<file path="config.mk">
export PLATFORM = sky130hd
export DESIGN_NAME = gamepad_poll_serial_master
export DESIGN_NICKNAME = d
export VERILOG_FILES = /design/src/hw/rtl/gpsm_pkg.sv /design/src/hw/rtl/gpsm_step.sv /design/src/hw/rtl/gamepad_poll_serial_master.sv
export SDC_FILE = /design/constraint.sdc
export NUM_CORES = 1
export LEC_CHECK = 0
export BUFFER_PORTS_ARGS = -buffer_cell sky130_fd_sc_hd__buf_2
export CELL_PAD_IN_SITES_DETAIL_PLACEMENT = 1
export CELL_PAD_IN_SITES_GLOBAL_PLACEMENT = 1
export CORE_MARGIN = 2
export CORE_UTILIZATION = 37
export DETAILED_ROUTE_END_ITERATION = 12
export GPL_TIMING_DRIVEN = 0
export HOLD_SLACK_MARGIN = 0.1
export PLACE_DENSITY = 0.78
export SLEW_MARGIN = 5
export SYNTH_ARGS = -nofsm -noshare
export SYNTH_HDL_FRONTEND = slang
export SYNTH_SLANG_ARGS = --single-unit
</file>
<file path="constraint.sdc">
create_clock -name clk -period 4.6 [get_ports clk]
set_input_delay 0.23 -clock clk [delete_from_list [all_inputs] [get_ports clk]]
set_output_delay 0.23 -clock clk [all_outputs]
set_load 0.02 [all_outputs]
</file>
<file path="src/hw/rtl/gpsm_pkg.sv">
package gpsm_pkg;

  localparam int unsigned FRAME_BYTES_DEF = 9;

  localparam int unsigned HALF_W  = 10;
  localparam int unsigned GAP_W   = 12;
  localparam int unsigned BYTE_W  = 8;
  localparam int unsigned TICK_W  = 12;
  localparam int unsigned CNT_W   = 4;
  localparam int unsigned BIT_W   = 3;
  localparam int unsigned CFG_W   = 12;

  localparam logic [HALF_W-1:0] HALF_RST  = 10'd5;
  localparam logic [GAP_W-1:0]  GAP_RST   = 12'd16;
  localparam logic [BYTE_W-1:0] ADDR_RST  = 8'h01;
  localparam logic [BYTE_W-1:0] CMD_RST   = 8'h42;
  localparam logic [BYTE_W-1:0] ANALOG_ID = 8'h73;

  // configuration register indexes
  typedef enum logic [1:0] {
    REG_HALF = 2'd0,
    REG_GAP  = 2'd1,
    REG_ADDR = 2'd2,
    REG_CMD  = 2'd3
  } cfg_idx_t;

  typedef enum logic [3:0] {
    PH_IDLE = 4'b0001,
    PH_HIGH = 4'b0010,
    PH_LOW  = 4'b0100,
    PH_GAP  = 4'b1000
  } phase_t;

  typedef struct packed {
    logic start_req;
    logic din;
  } in_t;

  typedef struct packed {
    logic              select_n;
    logic              clk_out;
    logic              dout;
    logic              byte_done;
    logic [CNT_W-1:0]  byte_index;
    logic [BYTE_W-1:0] rx_byte;
    logic              frame_done;
    logic              analog_red;
    logic              busy_res;
  } out_t;

  typedef struct packed {
    logic [HALF_W-1:0] half_period_ticks;
    logic [GAP_W-1:0]  byte_gap_ticks;
    logic [BYTE_W-1:0] poll_address;
    logic [BYTE_W-1:0] poll_command;
  } cfg_t;

  typedef struct packed {
    phase_t            phase;
    logic [BIT_W-1:0]  bit_count;
    logic [CNT_W-1:0]  byte_count;
    logic [TICK_W-1:0] tick_count;
    logic [BYTE_W-1:0] tx_shift;
    logic [BYTE_W-1:0] rx_shift;
    logic [BYTE_W-1:0] id_byte;
  } state_t;

endpackage

</file>
<file path="src/hw/rtl/gpsm_step.sv">
module gpsm_step #(
  parameter int unsigned FRAME_BYTES = gpsm_pkg::FRAME_BYTES_DEF
) (
  input  gpsm_pkg::state_t st,
  input  gpsm_pkg::cfg_t   cfg,
  input  gpsm_pkg::in_t    item,
  output gpsm_pkg::state_t st_nxt,
  output gpsm_pkg::out_t   res
);
  import gpsm_pkg::*;

  localparam logic [CNT_W-1:0] LAST_CNT = CNT_W'(FRAME_BYTES);

  logic [HALF_W-1:0] half;
  logic [TICK_W:0]   tick_inc;
  logic              half_end;
  logic              gap_end;
  logic              adv;
  logic [CNT_W-1:0]  byte_inc;
  logic              done;
  logic [CNT_W-1:0]  idx;
  logic [BYTE_W-1:0] rxb;
  logic              frame_flag;
  logic              red_flag;

  assign half     = (cfg.half_period_ticks == '0) ? HALF_W'(1) : cfg.half_period_ticks;
  assign tick_inc = {1'b0, st.tick_count} + (TICK_W+1)'(1);
  assign half_end = tick_inc >= (TICK_W+1)'(half);
  assign gap_end  = tick_inc >= (TICK_W+1)'(cfg.byte_gap_ticks);
  assign byte_inc = st.byte_count + CNT_W'(1);

  always_comb begin
    st_nxt     = st;
    adv        = 1'b0;
    done       = 1'b0;
    idx        = '0;
    rxb        = '0;
    frame_flag = 1'b0;
    red_flag   = 1'b0;

    unique case (st.phase)
      PH_IDLE: begin
        if (item.start_req) begin
          st_nxt.phase      = PH_HIGH;
          st_nxt.bit_count  = '0;
          st_nxt.byte_count = '0;
          st_nxt.tick_count = '0;
          st_nxt.tx_shift   = cfg.poll_address;
          st_nxt.rx_shift   = '0;
          st_nxt.id_byte    = '0;
        end
      end
      PH_HIGH: begin
        if (half_end) begin
          st_nxt.phase      = PH_LOW;
          st_nxt.tick_count = '0;
        end else begin
          st_nxt.tick_count = tick_inc[TICK_W-1:0];
        end
      end
      PH_LOW: begin
        if (half_end) begin
          st_nxt.rx_shift   = {item.din, st.rx_shift[BYTE_W-1:1]};
          st_nxt.tick_count = '0;
          if (st.bit_count == '1) begin
            done             = 1'b1;
            idx              = st.byte_count;
            rxb              = st_nxt.rx_shift;
            st_nxt.bit_count = '0;
            if (st.byte_count == CNT_W'(1)) st_nxt.id_byte = st_nxt.rx_shift;
            if (cfg.byte_gap_ticks != '0) st_nxt.phase = PH_GAP;
            else adv = 1'b1;
          end else begin
            st_nxt.bit_count = st.bit_count + BIT_W'(1);
            st_nxt.tx_shift  = {1'b0, st.tx_shift[BYTE_W-1:1]};
            st_nxt.phase     = PH_HIGH;
          end
        end else begin
          st_nxt.tick_count = tick_inc[TICK_W-1:0];
        end
      end
      PH_GAP: begin
        if (gap_end) adv = 1'b1;
        else st_nxt.tick_count = tick_inc[TICK_W-1:0];
      end
      default: st_nxt.phase = PH_IDLE;
    endcase

    // move on to the next byte, or close the frame
    if (adv) begin
      st_nxt.tick_count = '0;
      st_nxt.bit_count  = '0;
      st_nxt.rx_shift   = '0;
      if (byte_inc >= LAST_CNT) begin
        st_nxt.phase      = PH_IDLE;
        st_nxt.byte_count = '0;
        frame_flag        = 1'b1;
        red_flag          = (st_nxt.id_byte == ANALOG_ID);
      end else begin
        st_nxt.byte_count = byte_inc;
        st_nxt.tx_shift   = (byte_inc == CNT_W'(1)) ? cfg.poll_command : '0;
        st_nxt.phase      = PH_HIGH;
      end
    end
  end

  assign res.select_n   = (st_nxt.phase == PH_IDLE);
  assign res.clk_out    = (st_nxt.phase != PH_LOW);
  assign res.dout       = ((st_nxt.phase == PH_HIGH) || (st_nxt.phase == PH_LOW))
                          ? st_nxt.tx_shift[0] : 1'b0;
  assign res.byte_done  = done;
  assign res.byte_index = idx;
  assign res.rx_byte    = rxb;
  assign res.frame_done = frame_flag;
  assign res.analog_red = red_flag;
  assign res.busy_res   = (st_nxt.phase != PH_IDLE);

endmodule

</file>
<file path="src/hw/rtl/gamepad_poll_serial_master.sv">
// Game-pad serial poll master, driven by timing ticks.
// Input channel (in_valid/in_ready/in_data): one beat per timing tick, carrying
// a frame start request and the sampled pad data line. A start while a frame
// runs is ignored.
// Result channel (out_valid/out_ready/out_data): exactly one beat per input
// beat, giving the select, clock and command data levels after that tick,
// plus received-byte and frame-end events.
// Result: registered when its input beat is taken, so it appears in the cycle after.
// Throughput: one tick per cycle while results drain; the tick update is a single registered pass
// through the step logic, and the result register lets the next tick be taken
// in the same cycle the previous result leaves.
// Stall: while a result waits and out_ready is low, in_ready drops and the
// state holds; nothing is lost or repeated.
// Config (cfg_we/cfg_idx/cfg_wdata): written with no handshake; write only
// while idle. Registers: half period, byte gap, poll address, poll command.
// Reset (synchronous, rst_n low): link idle, no result pending,
// registers back to 5, 16, 0x01, 0x42.
module gamepad_poll_serial_master #(
  parameter int unsigned FRAME_BYTES = gpsm_pkg::FRAME_BYTES_DEF
) (
  input  logic                     clk,
  input  logic                     rst_n,
  input  logic                     in_valid,
  output logic                     in_ready,
  input  gpsm_pkg::in_t            in_data,
  output logic                     out_valid,
  input  logic                     out_ready,
  output gpsm_pkg::out_t           out_data,
  input  logic                     cfg_we,
  input  gpsm_pkg::cfg_idx_t       cfg_idx,
  input  logic [gpsm_pkg::CFG_W-1:0] cfg_wdata
);
  import gpsm_pkg::*;

  cfg_t   cfg_r;
  state_t state_r;
  state_t state_nxt;
  out_t   out_data_r;
  out_t   res;
  logic   out_valid_r;
  logic   take;

  // output register frees up when empty or draining this cycle
  assign in_ready = !out_valid_r || out_ready;
  assign take     = in_valid && in_ready;

  gpsm_step #(
    .FRAME_BYTES(FRAME_BYTES)
  ) u_step (
    .st     (state_r),
    .cfg    (cfg_r),
    .item   (in_data),
    .st_nxt (state_nxt),
    .res    (res)
  );

  // configuration registers
  always_ff @(posedge clk) begin
    if (!rst_n) begin
      cfg_r.half_period_ticks <= HALF_RST;
      cfg_r.byte_gap_ticks    <= GAP_RST;
      cfg_r.poll_address      <= ADDR_RST;
      cfg_r.poll_command      <= CMD_RST;
    end else if (cfg_we) begin
      unique case (cfg_idx)
        REG_HALF: cfg_r.half_period_ticks <= cfg_wdata[HALF_W-1:0];
        REG_GAP:  cfg_r.byte_gap_ticks    <= cfg_wdata[GAP_W-1:0];
        REG_ADDR: cfg_r.poll_address      <= cfg_wdata[BYTE_W-1:0];
        REG_CMD:  cfg_r.poll_command      <= cfg_wdata[BYTE_W-1:0];
        default: ;
      endcase
    end
  end

  // link state advances once per accepted tick
  always_ff @(posedge clk) begin
    if (!rst_n) begin
      state_r.phase      <= PH_IDLE;
      state_r.bit_count  <= '0;
      state_r.byte_count <= '0;
      state_r.tick_count <= '0;
      state_r.tx_shift   <= '0;
      state_r.rx_shift   <= '0;
      state_r.id_byte    <= '0;
    end else if (take) begin
      state_r <= state_nxt;
    end
  end

  always_ff @(posedge clk) begin
    if (!rst_n) begin
      out_valid_r <= 1'b0;
    end else if (take) begin
      out_valid_r <= 1'b1;
    end else if (out_ready) begin
      out_valid_r <= 1'b0;
    end
  end

  always_ff @(posedge clk) begin
    if (take) begin
      out_data_r <= res;
    end
  end

  assign out_valid = out_valid_r;
  assign out_data  = out_data_r;

endmodule

</file>
# Word-level counts from Yosys, hierarchy flattened
# Index checks and enable logic that the tools add are counted.
[word_totals]
latch_bits = 0
inputBits = 21
mem_bits_ro = 0
out_inout_bits = 21
wordCells = 100
mem_count = 0
ramBits = 0
register_bits = 105
[classes]
reduce_logical = 23
addsub = 3
n_div = 0
n_eq_ne = 19
n_bitwise = 0
multipliers = 0
mux = 31
shifts = 0
order_cmp = 3
[op_table]
columns = ["operator", "n"]
rows = [
  ["24-bit one-hot mux with 2 select lines", 1],
  ["47-bit 2-to-1 mux", 1],
  ["8-bit 2-to-1 mux", 5],
  ["39-bit 2-to-1 mux", 1],
  ["12-bit one-hot mux with 3 select lines", 1],
  ["12-bit 2-to-1 mux", 2],
  ["24-bit 2-to-1 mux", 1],
  ["4-bit by 1-bit equality test with 1-bit output, second input constant", 4],
  ["4-bit 2-to-1 mux", 4],
  ["4-bit one-hot mux with 4 select lines", 1],
  ["7-bit 2-to-1 mux", 2],
  ["12-bit by 1-bit adder with 13-bit output, second input constant", 1],
  ["13-bit by 10-bit >= comparator with 1-bit output", 1],
  ["13-bit by 12-bit >= comparator with 1-bit output", 1],
  ["2-bit AND reduction", 6],
  ["12-bit nonzero test", 1],
  ["10-bit logical NOT", 1],
  ["10-bit 2-to-1 mux", 1],
  ["4-bit by 2-bit equality test with 1-bit output, second input constant", 2],
  ["4-bit by 3-bit equality test with 1-bit output, second input constant", 2],
  ["8-bit by 7-bit equality test with 1-bit output, second input constant", 1],
  ["1-bit 2-to-1 mux", 8],
  ["4-bit AND reduction", 2],
  ["3-bit one-hot mux with 2 select lines", 1],
  ["23 further kinds", 28],
]

# Depth between registers and ports, before layout
# Gate-level depths: netlist (run 1).
[depth]
depth_word = 9
ltp_mapped = 15
ltp_nobuf = 13

# By module
# Synthesis (run 1) repeated with hierarchy kept, for this count alone.
[hier_totals]
cells_unflattened = 700
hier_area_um2 = 5911.9
[modules_own_cells]
columns = ["module", "n_inst", "area_each_um2", "cells_each"]
rows = [
  ["gamepad_poll_serial_master", 1, 3769.9, 370],
  ["gpsm_step", 1, 2142.1, 330],
]

# Worst setup path after synthesis (run 1)
# Ideal clock, no wire load.
[synth_timing]
path_type = "register to register"
start = "register state_r[24] (netlist name)"
end = "register state_r[29] (netlist name)"
path_stages_with_launch = 15
setup_ps = 57
t_arrival_ps = 3250
period_less_slack_ps = 3307
setup_slack_ps = 1293
path_cell_list = "dfxtp_1 > ha_1 > and4_1 > buf_4 > nand4_1 > xnor2_1 > ha_1 > a21oi_1 > o221ai_1 > a211oi_4 > a31o_1 > buf_4 > or4b_4 > o21bai_1 > a21o_1"
[synth_via]
elab_chain_len = 6
elab_cells_between_ends = 14
[synth_rtl]
columns = ["item", "line_no", "source"]
rows = [
  ["start: declaration", "gamepad_poll_serial_master.sv:36", "state_t state_r;"],
  ["start signal: assignment", "gamepad_poll_serial_master.sv:86", "state_r <= state_nxt;"],
  ["12-bit by 1-bit adder with 13-bit output (*)", "gpsm_step.sv:27", "assign tick_inc = {1'b0, st.tick_count} + (TICK_W+1)'(1);"],
  ["13-bit by 12-bit >= comparator with 1-bit output or 13-bit by 10-bit >= comparator with 1-bit output (tied branches)", "gpsm_step.sv:29, gpsm_step.sv:28", ""],
  ["1-bit 2-to-1 mux, on equally long branches", "gpsm_step.sv:83, gpsm_step.sv:62", ""],
  ["1-bit one-hot mux with 2 select lines", "gpsm_step.sv:41", "unique case (st.phase)"],
  ["3-bit inequality test (no source line) (tied with other cells)", "n/a", ""],
  ["4-bit AND reduction (no source line)", "n/a", ""],
]
# Every way passes the cells marked *; elsewhere a longest branch is shown, timed or not. The select of a mux whose other input is x is not followed.
# A chain may end at the register's enable or synchronous reset.

# Final worst setup path (run 1)
[layout_timing]
start = "register state_r[24] (netlist name)"
end = "register state_r[7] (netlist name)"
[layout_via]
elab_chain_len = 4
[layout_rtl]
columns = ["item", "line_no", "source"]
rows = [
  ["12-bit by 1-bit adder with 13-bit output", "gpsm_step.sv:27", ""],
  ["13-bit by 10-bit >= comparator with 1-bit output", "gpsm_step.sv:28", "assign half_end = tick_inc >= (TICK_W+1)'(half);"],
  ["24-bit 2-to-1 mux", "gpsm_step.sv:62", "if (half_end) begin"],
  ["24-bit one-hot mux with 2 select lines", "gpsm_step.sv:41", ""],
]
# Every way passes these cells. The select of a mux whose other input is x is not followed.

==> metrics.md, run 1 <==
| Metric | Value |
|---|---|
| Status | `finished clean` |
| Count of mapped cells out of synthesis | `593` |
| Leakage power figure | `~2.3 nW` |
| Die Ht | `123.7 microns` |
| Critical path, cell by cell | `ha_1 > and4_1 > buf_4 > nand4_1 > xnor2_1 > ha_1 > a21oi_1 > o221ai_1 > a211oi_4 > a21oi_1 > buf_2 > a21oi_1 > o21ai_0 > a21boi_0` |
| Core outline area | `0.01393 sq mm` |
| CP max stage delay | `0.49 ns` |
| Die Outline Area | `0.01531 sq mm` |
| Pin count of the biggest net entering global routing | `29` |
| Crit-path slowest cell | `dfxtp_1` |
| Maximum clock insertion buffer count | `2` |
| Average wire per cell in the routed design | `17.58 microns` |
| Number of antenna violations at the first check in global routing | `0` |
| Type of element capturing the critical path | `flop` |
| Number of cells on the worst hold path | `3` |
| Aggregate negative setup slack | `0 ns` |
| Path class of the lowest-slack min-delay path | `input port to flop` |
| Worst hold slack | `0.1318 ns` |
| Proportion of register bits with asynchronous set or reset after synthesis | `0%` |
| Net count, final | `693` |
| Number of placement rows | `43` |
| Effective utilization at floorplan | `38.06%` |
| Max transition margin | `15.51%` |
| Half-perimeter wire length after placement | `11080 microns` |
| Final setup viols | `0` |
| Post-placement worst setup slack | `0.4539 ns` |
| Transition time at the pin with the least slew margin | `roughly 1.3 ns` |
| I/O pin cnt | `42` |
| Count of filler cells inserted in the layout | `1628` |
| Horizontal die dimension | `approximately 120 microns` |
| Highest achievable clock rate | `238.7 MHz` |
| Wire length on met2 | `7012 microns` |
| First-iteration detailed-routing DRC count | `~240` |
| Count of different cell masters after synthesis | `66` |
| Number of max-slew violations in the final report | `0` |
| Flop and latch count out of synthesis | `104` |
| Global-route wire length before repair | `23490 microns` |
| Number of gates resized after cts | `0` |
| Number of synthesized flops with an enable pin | `19` |
| Unrepaired setup endpoints after global routing | `false` |
| Clock tree from TritonCTS | `done` |
| Global route total overflow | `0` |
| Post-synth net total | `642` |
| Footprint of the flip-flops and latches | `~0.0023 sq mm` |
| CTS clk-pin slew, worst paths | `about 0.07 ns` |
| Metal1 wirelength | `6807 microns` |
| Most frequently used flop master after synthesis | `dfxtp_1` |
| Proportion of netlist area held by the largest area contributor | `32.08%` |
| Iteration count of the initial detailed-routing pass | `4` |
| Worst Setup Path Type | `flop to flop` |
| Post-Route WL | `14570 microns` |
| Placer Congestion | `roughly 0.86` |
| Register area share after synthesis | `42.84%` |
| Post-Synthesis Cell Area | `between 0.005 and 0.006 sq mm` |
| Critical path required time | `4.87 ns` |
| Arrival time reported for the critical path endpoint | `4.46 ns` |
| Num CTS Buffers | `9` |
| Diode insertion count for antenna repair | `0` |
| Setup bufs post-CTS | `0` |
| Sink count of the clock tree | `104` |
| Via count of the first global-routing pass | `around 4700` |
| Quantity of hold-fixing buffers added after cts | `0` |
| Remaining DRCs | `0` |
| Vias per cell | `5.480` |
| Maximum fanout along the worst path | `10` |
| Maximum resistive drop on vdd | `201.6 uV` |
| Routed met3 length | `474 microns` |
| Max Used Layer | `met4` |
| Skew-Pair Late Insertion Delay | `0.36 ns` |
| Tot GR Track Use | `19.93%` |
| Port buffer count | `40` |
| Average instance area after synthesis | `about 8.9 sq um` |
| Most used cell, CP | `a21oi_1` |
| CTS Root Cell | `clkbuf_16` |
| Count of final hold-check violations | `0` |
| Maximum Capacitance Violations | `0` |
| Yosys top cell by area | `dfxtp_1` |
| Multi-input gate area in the final layout | `0.002786 sq mm` |
| Detailed-route via count | `4543` |
| Share of post-route cells with drive strength above 1 | `12.02%` |
| Pwr dens | `323.1 mW/mm^2` |
| H-Tree Depth | `3` |
| Yosys warning count | `0` |
| Fin crit period | `approximately 4.2 ns` |
| Number of nets still failing antenna checks after routing | `0` |
| Cell depth of the worst flop-to-flop path | `14` |
| Area overhead of the layout relative to synthesis | `13.94%` |
| Post-layout worst setup margin | `0.4102 ns` |
| Startpoint kind of the worst setup timing path | `flop` |
| Share of the clock period used by the worst path | `91.08%` |
| Layout Skew | `approximately 0.012 ns` |
| Synth top area cells | `dfxtp_1 (32%), edfxtp_1 (11%), nand2_1 (7.4%)` |
[per-stage QoR]
step                cell area (sq um)  instances  utilization [%]  power (mW)
CTS                              6043        829            43.37       1.971
global placement                 5729        813            41.12       1.153
global route                     6043        829            43.37       2.030
floorplan                        5304        593                -       1.095
finish                           6043        829            43.37       1.953
detailed placement               5729        813            41.12       1.162
[state kept, by name, summed over array words and instances, names as in the netlist]
register / cells
state_r: 46
cfg_r: 38
out_data: 19
out_valid: 1
[cell families after synthesis]
| kind of cell | after synthesis | share of synthesized area [%] |
|---|---|---|
| DFF | 104 | 42.84 |
| adders and majority gates | 28 | 6.605 |
| buffers and inverters | 61 | 4.624 |
| xor gates and xnor gates | 10 | 1.651 |
| AOI/OAI and AO/OA | 152 | 21.70 |
| muxes | 4 | 0.7785 |
| and+or+nand+nor | 234 | 21.80 |
[critical path: cells and delay by family, from the launching register on]
family | cells | cell delay (ns)
AO/OA/AOI/OAI | 7 | 1.95
XOR/XNOR | 1 | 0.35
adder cells (fa/ha/maj) | 2 | 0.58
buffers and inverters | 2 | 0.41
flip-flops | 1 | 0.49
AND/OR/NAND/NOR | 2 | 0.33
[area by class of cell]
cell class                      count  area share (%)
Multi-Input combinational cell    428           46.11
Inverter                           34           2.112
Timing Repair Buffer               40           3.313
Sequential cell                   104           37.60
Buffer                             27           1.946
Clock inverter                      7           1.470
Clock buffer                        9           3.727
Tap cell                          180           3.727
[Yosys cell counts, types with 4 or more instances]
cell        n
a32o_1     17
o211ai_1    6
or2_2       5
nand2b_1    6
clkbuf_1   19
nand2_1   104
xnor2_1     7
inv_1      33
a21o_1      7
o21ai_0    19
nand4_1     4
nand3_1    23
buf_2       4
a21oi_1    26
dfxtp_1    85
edfxtp_1   19
nor3_1     10
ha_1       28
o221ai_1    6
nor2_1     26
and3_1     19
a21boi_0   34
o31ai_1     5
nor4_1      4
nor2b_1    13
a22o_1      6
[power by group]
part,total [mW],internal (mW),switching [mW]
sequential,0.967,0.952,0.0151
clock,0.812,0.435,0.377
combinational,0.174,0.0578,0.116
total,1.95,1.44,0.508
[worst paths after layout]
path | from | end | slack [ns]
max | state_r[24]$_SDFFE_PN0P_ | state_r[7]$_SDFFE_PN0P_ | 0.41
max reg2reg | state_r[24]$_SDFFE_PN0P_ | state_r[7]$_SDFFE_PN0P_ | 0.41
min | cfg_wdata[11] | cfg_r[27]$_SDFFE_PN0P_ | 0.13
min reg2reg | cfg_r[4]$_SDFFE_PN0P_ | cfg_r[4]$_SDFFE_PN0P_ | 0.47
[cell usage in the layout, fill, tap and decap left out, types with 4 or more instances in the layout]
master / count
nand2_1: 104
dfxtp_1: 85
buf_2: 44
a21boi_0: 34
inv_1: 33
ha_1: 28
a21oi_1: 26
nor2_1: 26
nand3_1: 23
and3_1: 19
o21ai_0: 19
clkbuf_1: 19
edfxtp_1: 19
a32o_1: 17
nor2b_1: 13
nor3_1: 10
clkbuf_16: 9
xnor2_1: 7
a21o_1: 7
nand2b_1: 6
o211ai_1: 6
o221ai_1: 6
a22o_1: 6
or2_2: 5
o31ai_1: 5
nor4_1: 4
nand4_1: 4
[per-layer routing]
layer	vias to the layer above	GRT usage (%)
met4	0	7.244
met3	20	2.610
li1	2243	-
met5	-	0
met1	2214	25.76
met2	66	34.00
Power figures use the tool's default switching activity.
==> run 2: changes to the inputs <==
- PLACE_DENSITY: 0.78 -> 0.81
- clock period: 4.6 -> 3.4 ns (I/O delays scaled with it)
==> run 2 against run 1 <==
Against the previous run: the run now ends with setup timing left; clock skew fell by 0.0046 ns; utilization increased by 4.3 points; clock power increased by 33%; maximum frequency up 22%; setup slack worse by 0.44 ns; critical path depth rose by 1; hold slack got worse by 0.032 ns; sequential power is 35% higher; combinational power grew 61%; power grew 37%; highest routed layer unchanged.
==> metrics.md, run 2 (synthesis gave the netlist of run 1 again) <==
| Metric | Value |
|---|---|
| Horizontal die dimension | `between 100 and 150 microns` |
| Number of nets still failing antenna checks after routing | `0` |
| Iteration count of the initial detailed-routing pass | `5` |
| Startpoint kind of the worst setup timing path | `flop` |
| Number of antenna violations at the first check in global routing | `0` |
| Worst Setup Path Type | `flop to flop` |
| Layout Skew | `0.007508 ns` |
| Post-route core utilization | `47.66%` |
| RR Startpoint | `state_r[25]$_SDFFE_PN0P_` |
| Final setup viols | `9` |
| Global route total overflow | `0` |
| Via count of the first global-routing pass | `4867` |
| Clock tree from TritonCTS | `done` |
| Leading cell types in the layout, fill and taps excluded | `nand2_1 (103), dfxtp_1 (81), buf_2 (41), inv_1 (33), a21boi_0 (33)` |
| Transition time at the pin with the least slew margin | `roughly 1.0 ns` |
| Comb power frac | `10.5%` |
| Skew-Pair Late Insertion Delay | `0.36 ns` |
| Share of the clock period used by the worst path | `101.0%` |
| Pin count of the biggest net entering global routing | `29` |
| Pwr dens | `402.3 mW/mm^2` |
| Footprint of the flip-flops and latches | `around 0.0023 sq mm` |
| Tot GR Track Use | `between 20% and 30%` |
| Worst setup path startpoint | `state_r[25]$_SDFFE_PN0P_` |
| Maximum fanout along the worst path | `5` |
| Port buffer count | `40` |
| Arrival time reported for the critical path endpoint | `between 3 and 4 ns` |
| Path class of the lowest-slack min-delay path | `input port to flop` |
| Part of the power in registers | `48.9%` |
| Cell depth of the worst flop-to-flop path | `15` |
| Critical path required time | `3.65 ns` |
| Part of the total power dissipated in the clock network | `40.5%` |
| Internal power component | `1.967 mW` |
| CP max stage delay | `a little over 0.5 ns` |
| Average wire per cell in the routed design | `19.72 microns` |
| Diode insertion count for antenna repair | `0` |
| Fin crit period | `3.433 ns` |
| Cell Area, Placed | `0.005729 sq mm` |
| Detailed-route via count | `4952` |
| Critical path, cell by cell | `ha_4 > and4_1 > buf_6 > nand4_1 > xnor2_2 > ha_4 > nand3_4 > o221ai_4 > a211oi_4 > buf_12 > a2111oi_4 > or2_4 > nor2_4 > buf_6 > a32o_1` |
| Violated checks | `setup timing` |
| Final std cell area, no fill | `roughly 0.0066 sq mm` |
| Number of max-slew violations in the final report | `0` |
| CTS clk-pin slew, worst paths | `0.07 ns` |
| Placer Congestion | `0.8538` |
| Max transition margin | `29.95%` |
| Number of flip-flops under the largest register name | `46` |
| Net count, final | `724` |
| Register with the highest flop count | `state_r` |
| Maximum clock insertion buffer count | `2` |
| Commonest non-fill, non-tap cell in the layout | `nand2_1` |
| Die Ht | `123.7 microns` |
| Count of final hold-check violations | `0` |
| First-iteration detailed-routing DRC count | `around 290` |
| Die Outline Area | `0.01531 sq mm` |
| Leakage power figure | `2.565 nW` |
| Global-route wire length before repair | `around 25000 microns` |
| Vias per cell | `roughly 5.8` |
| Share of post-route cells with drive strength above 1 | `21.47%` |
| End point of the critical path | `state_r[28]$_SDFFE_PN0P_` |
| Post-layout worst setup margin | `-0.03278 ns` |
| Count of filler cells inserted in the layout | `about 1600` |
| Type of element capturing the critical path | `flop` |
| H-Tree Depth | `3` |
| Crit-path slowest cell | `a2111oi_4` |
| Effective utilization at floorplan | `a little under two fifths` |
| Core outline area | `roughly 0.014 sq mm` |
| Switching Share | `between 20% and 30%` |
| Switching power summed over all nets | `0.7053 mW` |
| Post-Route WL | `approximately 17000 microns` |
| Number of placement rows | `43` |
| Sink count of the clock tree | `roughly 100` |
| Half-perimeter wire length after placement | `11360 microns` |
| Multi-input gate area in the final layout | `0.003100 sq mm` |
| CTS Root Cell | `clkbuf_16` |
| Unrepaired setup endpoints after global routing | `true` |
| Num CTS Buffers | `9` |
| Maximum resistive drop on vdd | `between 300 and 400 uV` |
| I/O pin cnt | `42` |
| Setup slack, reg-to-reg | `-0.03 ns` |
| Highest achievable clock rate | `291.3 MHz` |
| Capturing point of the worst reg2reg path | `state_r[28]$_SDFFE_PN0P_` |
| Area overhead of the layout relative to synthesis | `25.22%` |
| Remaining DRCs | `0` |
| Aggregate negative setup slack | `-0.1582 ns` |
| Maximum Capacitance Violations | `0` |
| Status | `finished with violations` |
-- run 2: power by group through the flow --
stage | combinational [mW] | sequential, mW | clock (mW)
floorplan | 0.133 | 1.35 | 0
global placement | 0.225 | 1.33 | 0
detailed placement | 0.237 | 1.34 | 0
CTS | 0.259 | 1.31 | 1.09
global route | 0.303 | 1.31 | 1.13
finish | 0.281 | 1.31 | 1.08
-- run 2: area by class of cell --
| class | instances | share of cell area, % |
|---|---|---|
| Sequential cell | 104 | 34.36 |
| Clock buffer | 9 | 3.391 |
| Multi-Input combinational cell | 429 | 46.68 |
| Timing Repair Buffer | 70 | 6.971 |
| Inverter | 34 | 1.922 |
| Tap cell | 180 | 3.391 |
| Clock inverter | 7 | 1.168 |
| Buffer | 27 | 2.110 |
-- run 2: worst min-delay path by stage --
stage                        startpoint                      to  slack, ns  cells after the start
after floorplan            cfg_wdata[6]   cfg_r[6]$_SDFFE_PN1P_       0.29                      2
after global placement    cfg_wdata[11]  cfg_r[27]$_SDFFE_PN0P_       0.43                      3
after detailed placement  cfg_wdata[10]  cfg_r[26]$_SDFFE_PN0P_       0.44                      3
after CTS                  cfg_wdata[0]   cfg_r[8]$_SDFFE_PN1P_       0.10                      3
after global routing       cfg_wdata[0]   cfg_r[8]$_SDFFE_PN1P_       0.11                      3
final                      cfg_wdata[0]   cfg_r[8]$_SDFFE_PN1P_        0.1                      3
-- run 2: layer usage --
| metal | routed length, microns | share of wire (%) | GRT usage, % | vias to the layer above |
|---|---|---|---|---|
| met4 | 412 | 2.4 | 8.381 | 0 |
| met1 | 7150 | 42 | 26.58 | 2468 |
| met3 | 768 | 4.5 | 3.434 | 34 |
| met2 | 8628 | 51 | 37.26 | 140 |
| li1 | - | - | - | 2310 |
| met5 | 0 | 0 | 0 | - |
-- run 2: stage by stage --
stage | hold slack [ns] | power, mW | setup slack [ns] | instances
6_report | 0.09949 | 2.672 | -0.03278 | 860
5_1_grt | 0.1149 | 2.749 | -0.1275 | 860
4_1_cts | 0.1021 | 2.656 | -0.006632 | 849
3_5_place_dp | 0.4431 | 1.574 | -0.9277 | 813
3_3_place_gp | 0.4324 | 1.560 | -0.6379 | 813
2_1_floorplan | 0.2940 | 1.481 | 0.09265 | 593
-- run 2: what timing repair did --
action,in CTS,in global routing
setup endpoints to repair,65,58
endpoints found under the hold margin,9,0
resized for setup,36,37
setup buffers,13,11
gates cloned,0,2
pin swaps,15,21
hold buffers,7,0
-- run 2: worst max-delay path: cells and delay by family (launching register included) --
kind,cells,cell delay [ns]
xor gates and xnor gates,1,0.23
DFF,1,0.38
AOI/OAI and AO/OA,4,1.02
adders and majority gates,2,0.44
and+or+nand+nor,5,0.79
buffers and inverters,3,0.44
==> run 3: changes to the inputs <==
- CORE_ASPECT_RATIO: not set -> 2
- CTS_CLUSTER_SIZE: not set -> 20
==> run 3 against run 2 <==
Against the previous run: the flow still finishes with violations (setup timing); highest routed layer unchanged; maximum frequency fell by 3.8%; hold slack improved by 0.00085 ns; combinational power rose by 3%; setup slack got worse by 0.13 ns; first-iteration DRC count rose by 5.5%; clock skew fell by 0.0014 ns; wire length rose by 9.4%; critical path depth fell by 1.
==> metrics.md, run 3 (synthesis gave the netlist of run 1 again) <==
| Metric | Value |
|---|---|
| Status | `finished with violations` |
| Violated checks | `setup timing` |
| Post-Route WL | `18550 microns` |
| Leakage power figure | `2.598 nW` |
| Worst Setup Path Type | `flop to flop` |
| Number of flip-flops under the largest register name | `46` |
| Arrival time reported for the critical path endpoint | `3.81 ns` |
| Leading cell types in the layout, fill and taps excluded | `nand2_1 (103), dfxtp_1 (81), buf_2 (41), inv_1 (33), a21boi_0 (30)` |
| Remaining DRCs | `0` |
| Count of filler cells inserted in the layout | `1619` |
| Area overhead of the layout relative to synthesis | `24.98%` |
| Number of antenna violations at the first check in global routing | `0` |
| Setup slack, reg-to-reg | `-0.17 ns` |
| Final setup viols | `38` |
| Maximum Capacitance Violations | `0` |
| Die Outline Area | `approximately 0.015 sq mm` |
| RR Startpoint | `state_r[24]$_SDFFE_PN0P_` |
| Number of nets still failing antenna checks after routing | `0` |
| Horizontal die dimension | `88.66 microns` |
| Skew-Pair Late Insertion Delay | `0.36 ns` |
| Pin count of the biggest net entering global routing | `29` |
| Critical path required time | `3.64 ns` |
| Fin crit period | `3.567 ns` |
| Cell depth of the worst flop-to-flop path | `14` |
| Net count, final | `724` |
| Total buffers and inverters traversed by the critical path | `2` |
| Post-route core utilization | `47.46%` |
| Unrepaired setup endpoints after global routing | `true` |
| Effective utilization at floorplan | `37.97%` |
| Critical path, cell by cell | `ha_4 > and4_1 > buf_6 > nand4_1 > xnor2_2 > ha_1 > a21oi_2 > o221ai_4 > a211oi_4 > buf_4 > nand2_1 > and4_1 > o31a_1 > a221o_1` |
| Highest achievable clock rate | `between 200 and 300 MHz` |
| HP Start | `cfg_wdata[2]` |
| Worst hold path endpoint | `cfg_r[2]$_SDFFE_PN0P_` |
| Tot GR Track Use | `23.51%` |
| Crit path max-delay family | `compound AO/OA/AOI/OAI gates` |
| Number of placement rows | `61` |
| H-Tree Depth | `3` |
| CTS clk-pin slew, worst paths | `around 0.070 ns` |
| Pwr dens | `around 400 mW/mm^2` |
| Port buffer count | `40` |
| Startpoint kind of the worst setup timing path | `flop` |
| Sink count of the clock tree | `approximately 100` |
| Max transition margin | `24.67%` |
| Core outline area | `0.01397 sq mm` |
| Share of the clock period used by the worst path | `104.9%` |
| Num CTS Buffers | `9` |
| Number of cells on the worst hold path | `3` |
| Placer Congestion | `0.9009` |
| Post-placement worst setup slack | `-0.8697 ns` |
| Path class of the lowest-slack min-delay path | `input port to flop` |
| Clock tree from TritonCTS | `done` |
| Share of post-route cells with drive strength above 1 | `20.59%` |
| Detailed-route via count | `5035` |
| CTS Root Cell | `clkbuf_16` |
| Most used cell, CP | `and4_1` |
| Count of final hold-check violations | `0` |
| Iteration count of the initial detailed-routing pass | `7` |
| Diode insertion count for antenna repair | `0` |
| Global-route wire length before repair | `27480 microns` |
| Average wire per cell in the routed design | `21.35 microns` |
| Post-layout worst setup margin | `-0.1665 ns` |
| Depth of the critical timing path with buffers and inverters included | `14` |
| Maximum fanout along the worst path | `4` |
| Maximum resistive drop on vdd | `251.6 uV` |
| Register with the highest flop count | `state_r` |
| Type of element capturing the critical path | `flop` |
| Capturing point of the worst reg2reg path | `state_r[16]$_SDFFE_PN0P_` |
| Commonest non-fill, non-tap cell in the layout | `nand2_1` |
| Crit-path slowest cell | `dfxtp_4` |
| Via count of the first global-routing pass | `5505` |
| Maximum clock insertion buffer count | `2` |
| Vias per cell | `just under 6` |
| Global route total overflow | `0` |
| Worst hold slack | `0.1003 ns` |
| I/O pin cnt | `42` |
| Layout Skew | `0.006105 ns` |
| First-iteration detailed-routing DRC count | `308` |
| Number of max-slew violations in the final report | `0` |
| Transition time at the pin with the least slew margin | `1.128 ns` |
| Half-perimeter wire length after placement | `12780 microns` |
| Die Ht | `173.3 microns` |
| CP max stage delay | `0.38 ns` |
[run 3: cell count changes in the layout (fill, tap and decap cells not counted), sizes merged]
| cell | change |
|---|---|
| clkbuf | +3 |
| buf | +2 |
| inv | -2 |
| bufinv | -1 |
| dlygate4sd3 | -1 |
| nor2 | -1 |
[run 3: through the flow]
step | power [mW] | cells | setup TNS, ns | area [sq um]
after floorplan | 1.481 | 593 | 0 | 5304
after global placement | 1.562 | 822 | -33.42 | 5741
after detailed placement | 1.576 | 822 | -36.48 | 5741
after CTS | 2.627 | 863 | 0 | 6460
after global routing | 2.718 | 869 | -7.734 | 6629
final | 2.652 | 869 | -3.965 | 6629
[run 3: power by group]
| group | internal [mW] | switching [mW] |
|---|---|---|
| combinational | 0.102 | 0.188 |
| clock | 0.551 | 0.502 |
| sequential | 1.29 | 0.0217 |
[run 3: worst max-delay path by stage]
stage	endpoint	startpoint
2_1_floorplan	state_r[29]$_SDFFE_PN0P_	state_r[24]$_SDFFE_PN0P_
3_3_place_gp	state_r[28]$_SDFFE_PN0P_	state_r[24]$_SDFFE_PN0P_
3_5_place_dp	state_r[7]$_SDFFE_PN0P_	state_r[24]$_SDFFE_PN0P_
4_1_cts	out_data[1]$_SDFFCE_PN0P_	state_r[25]$_SDFFE_PN0P_
5_1_grt	state_r[17]$_SDFFE_PN0P_	state_r[24]$_SDFFE_PN0P_
6_report	state_r[16]$_SDFFE_PN0P_	state_r[24]$_SDFFE_PN0P_
[run 3: layout make-up]
type,count,area (sq um),area share (%)
clock buffers,12,257.7,3.888
clock inverters,4,36.28,0.5474
inverters,34,127.6,1.925
repair buffers,71,488.0,7.361
well taps,189,236.5,3.567
flip-flops and latches,104,2282,34.43
multi-input cells,428,3053,46.06
plain buffers,27,147.6,2.227
[run 3: what timing repair did]
action | in CTS | in global routing
buffers inserted | 18 | 7
hold buffers | 6 | 0
gates cloned | 1 | 0
gates resized for setup | 45 | 36
endpoints found under the setup margin | 65 | 57
endpoints found under the hold margin | 6 | 0
pin swaps | 17 | 32
[run 3: worst min-delay path, stage by stage]
cell and delay, ns:
buf_2 0.12, nand2_1 0.05, a21boi_0 0.06
[run 3: metal layers]
metal | part of all wire, % | track usage, % | vias up
met5 | 0 | 0 | -
met4 | 8.2 | 18.81 | 0
met3 | 4.0 | 3.571 | 97
met2 | 56 | 44.62 | 189
met1 | 32 | 19.98 | 2450
li1 | - | - | 2299
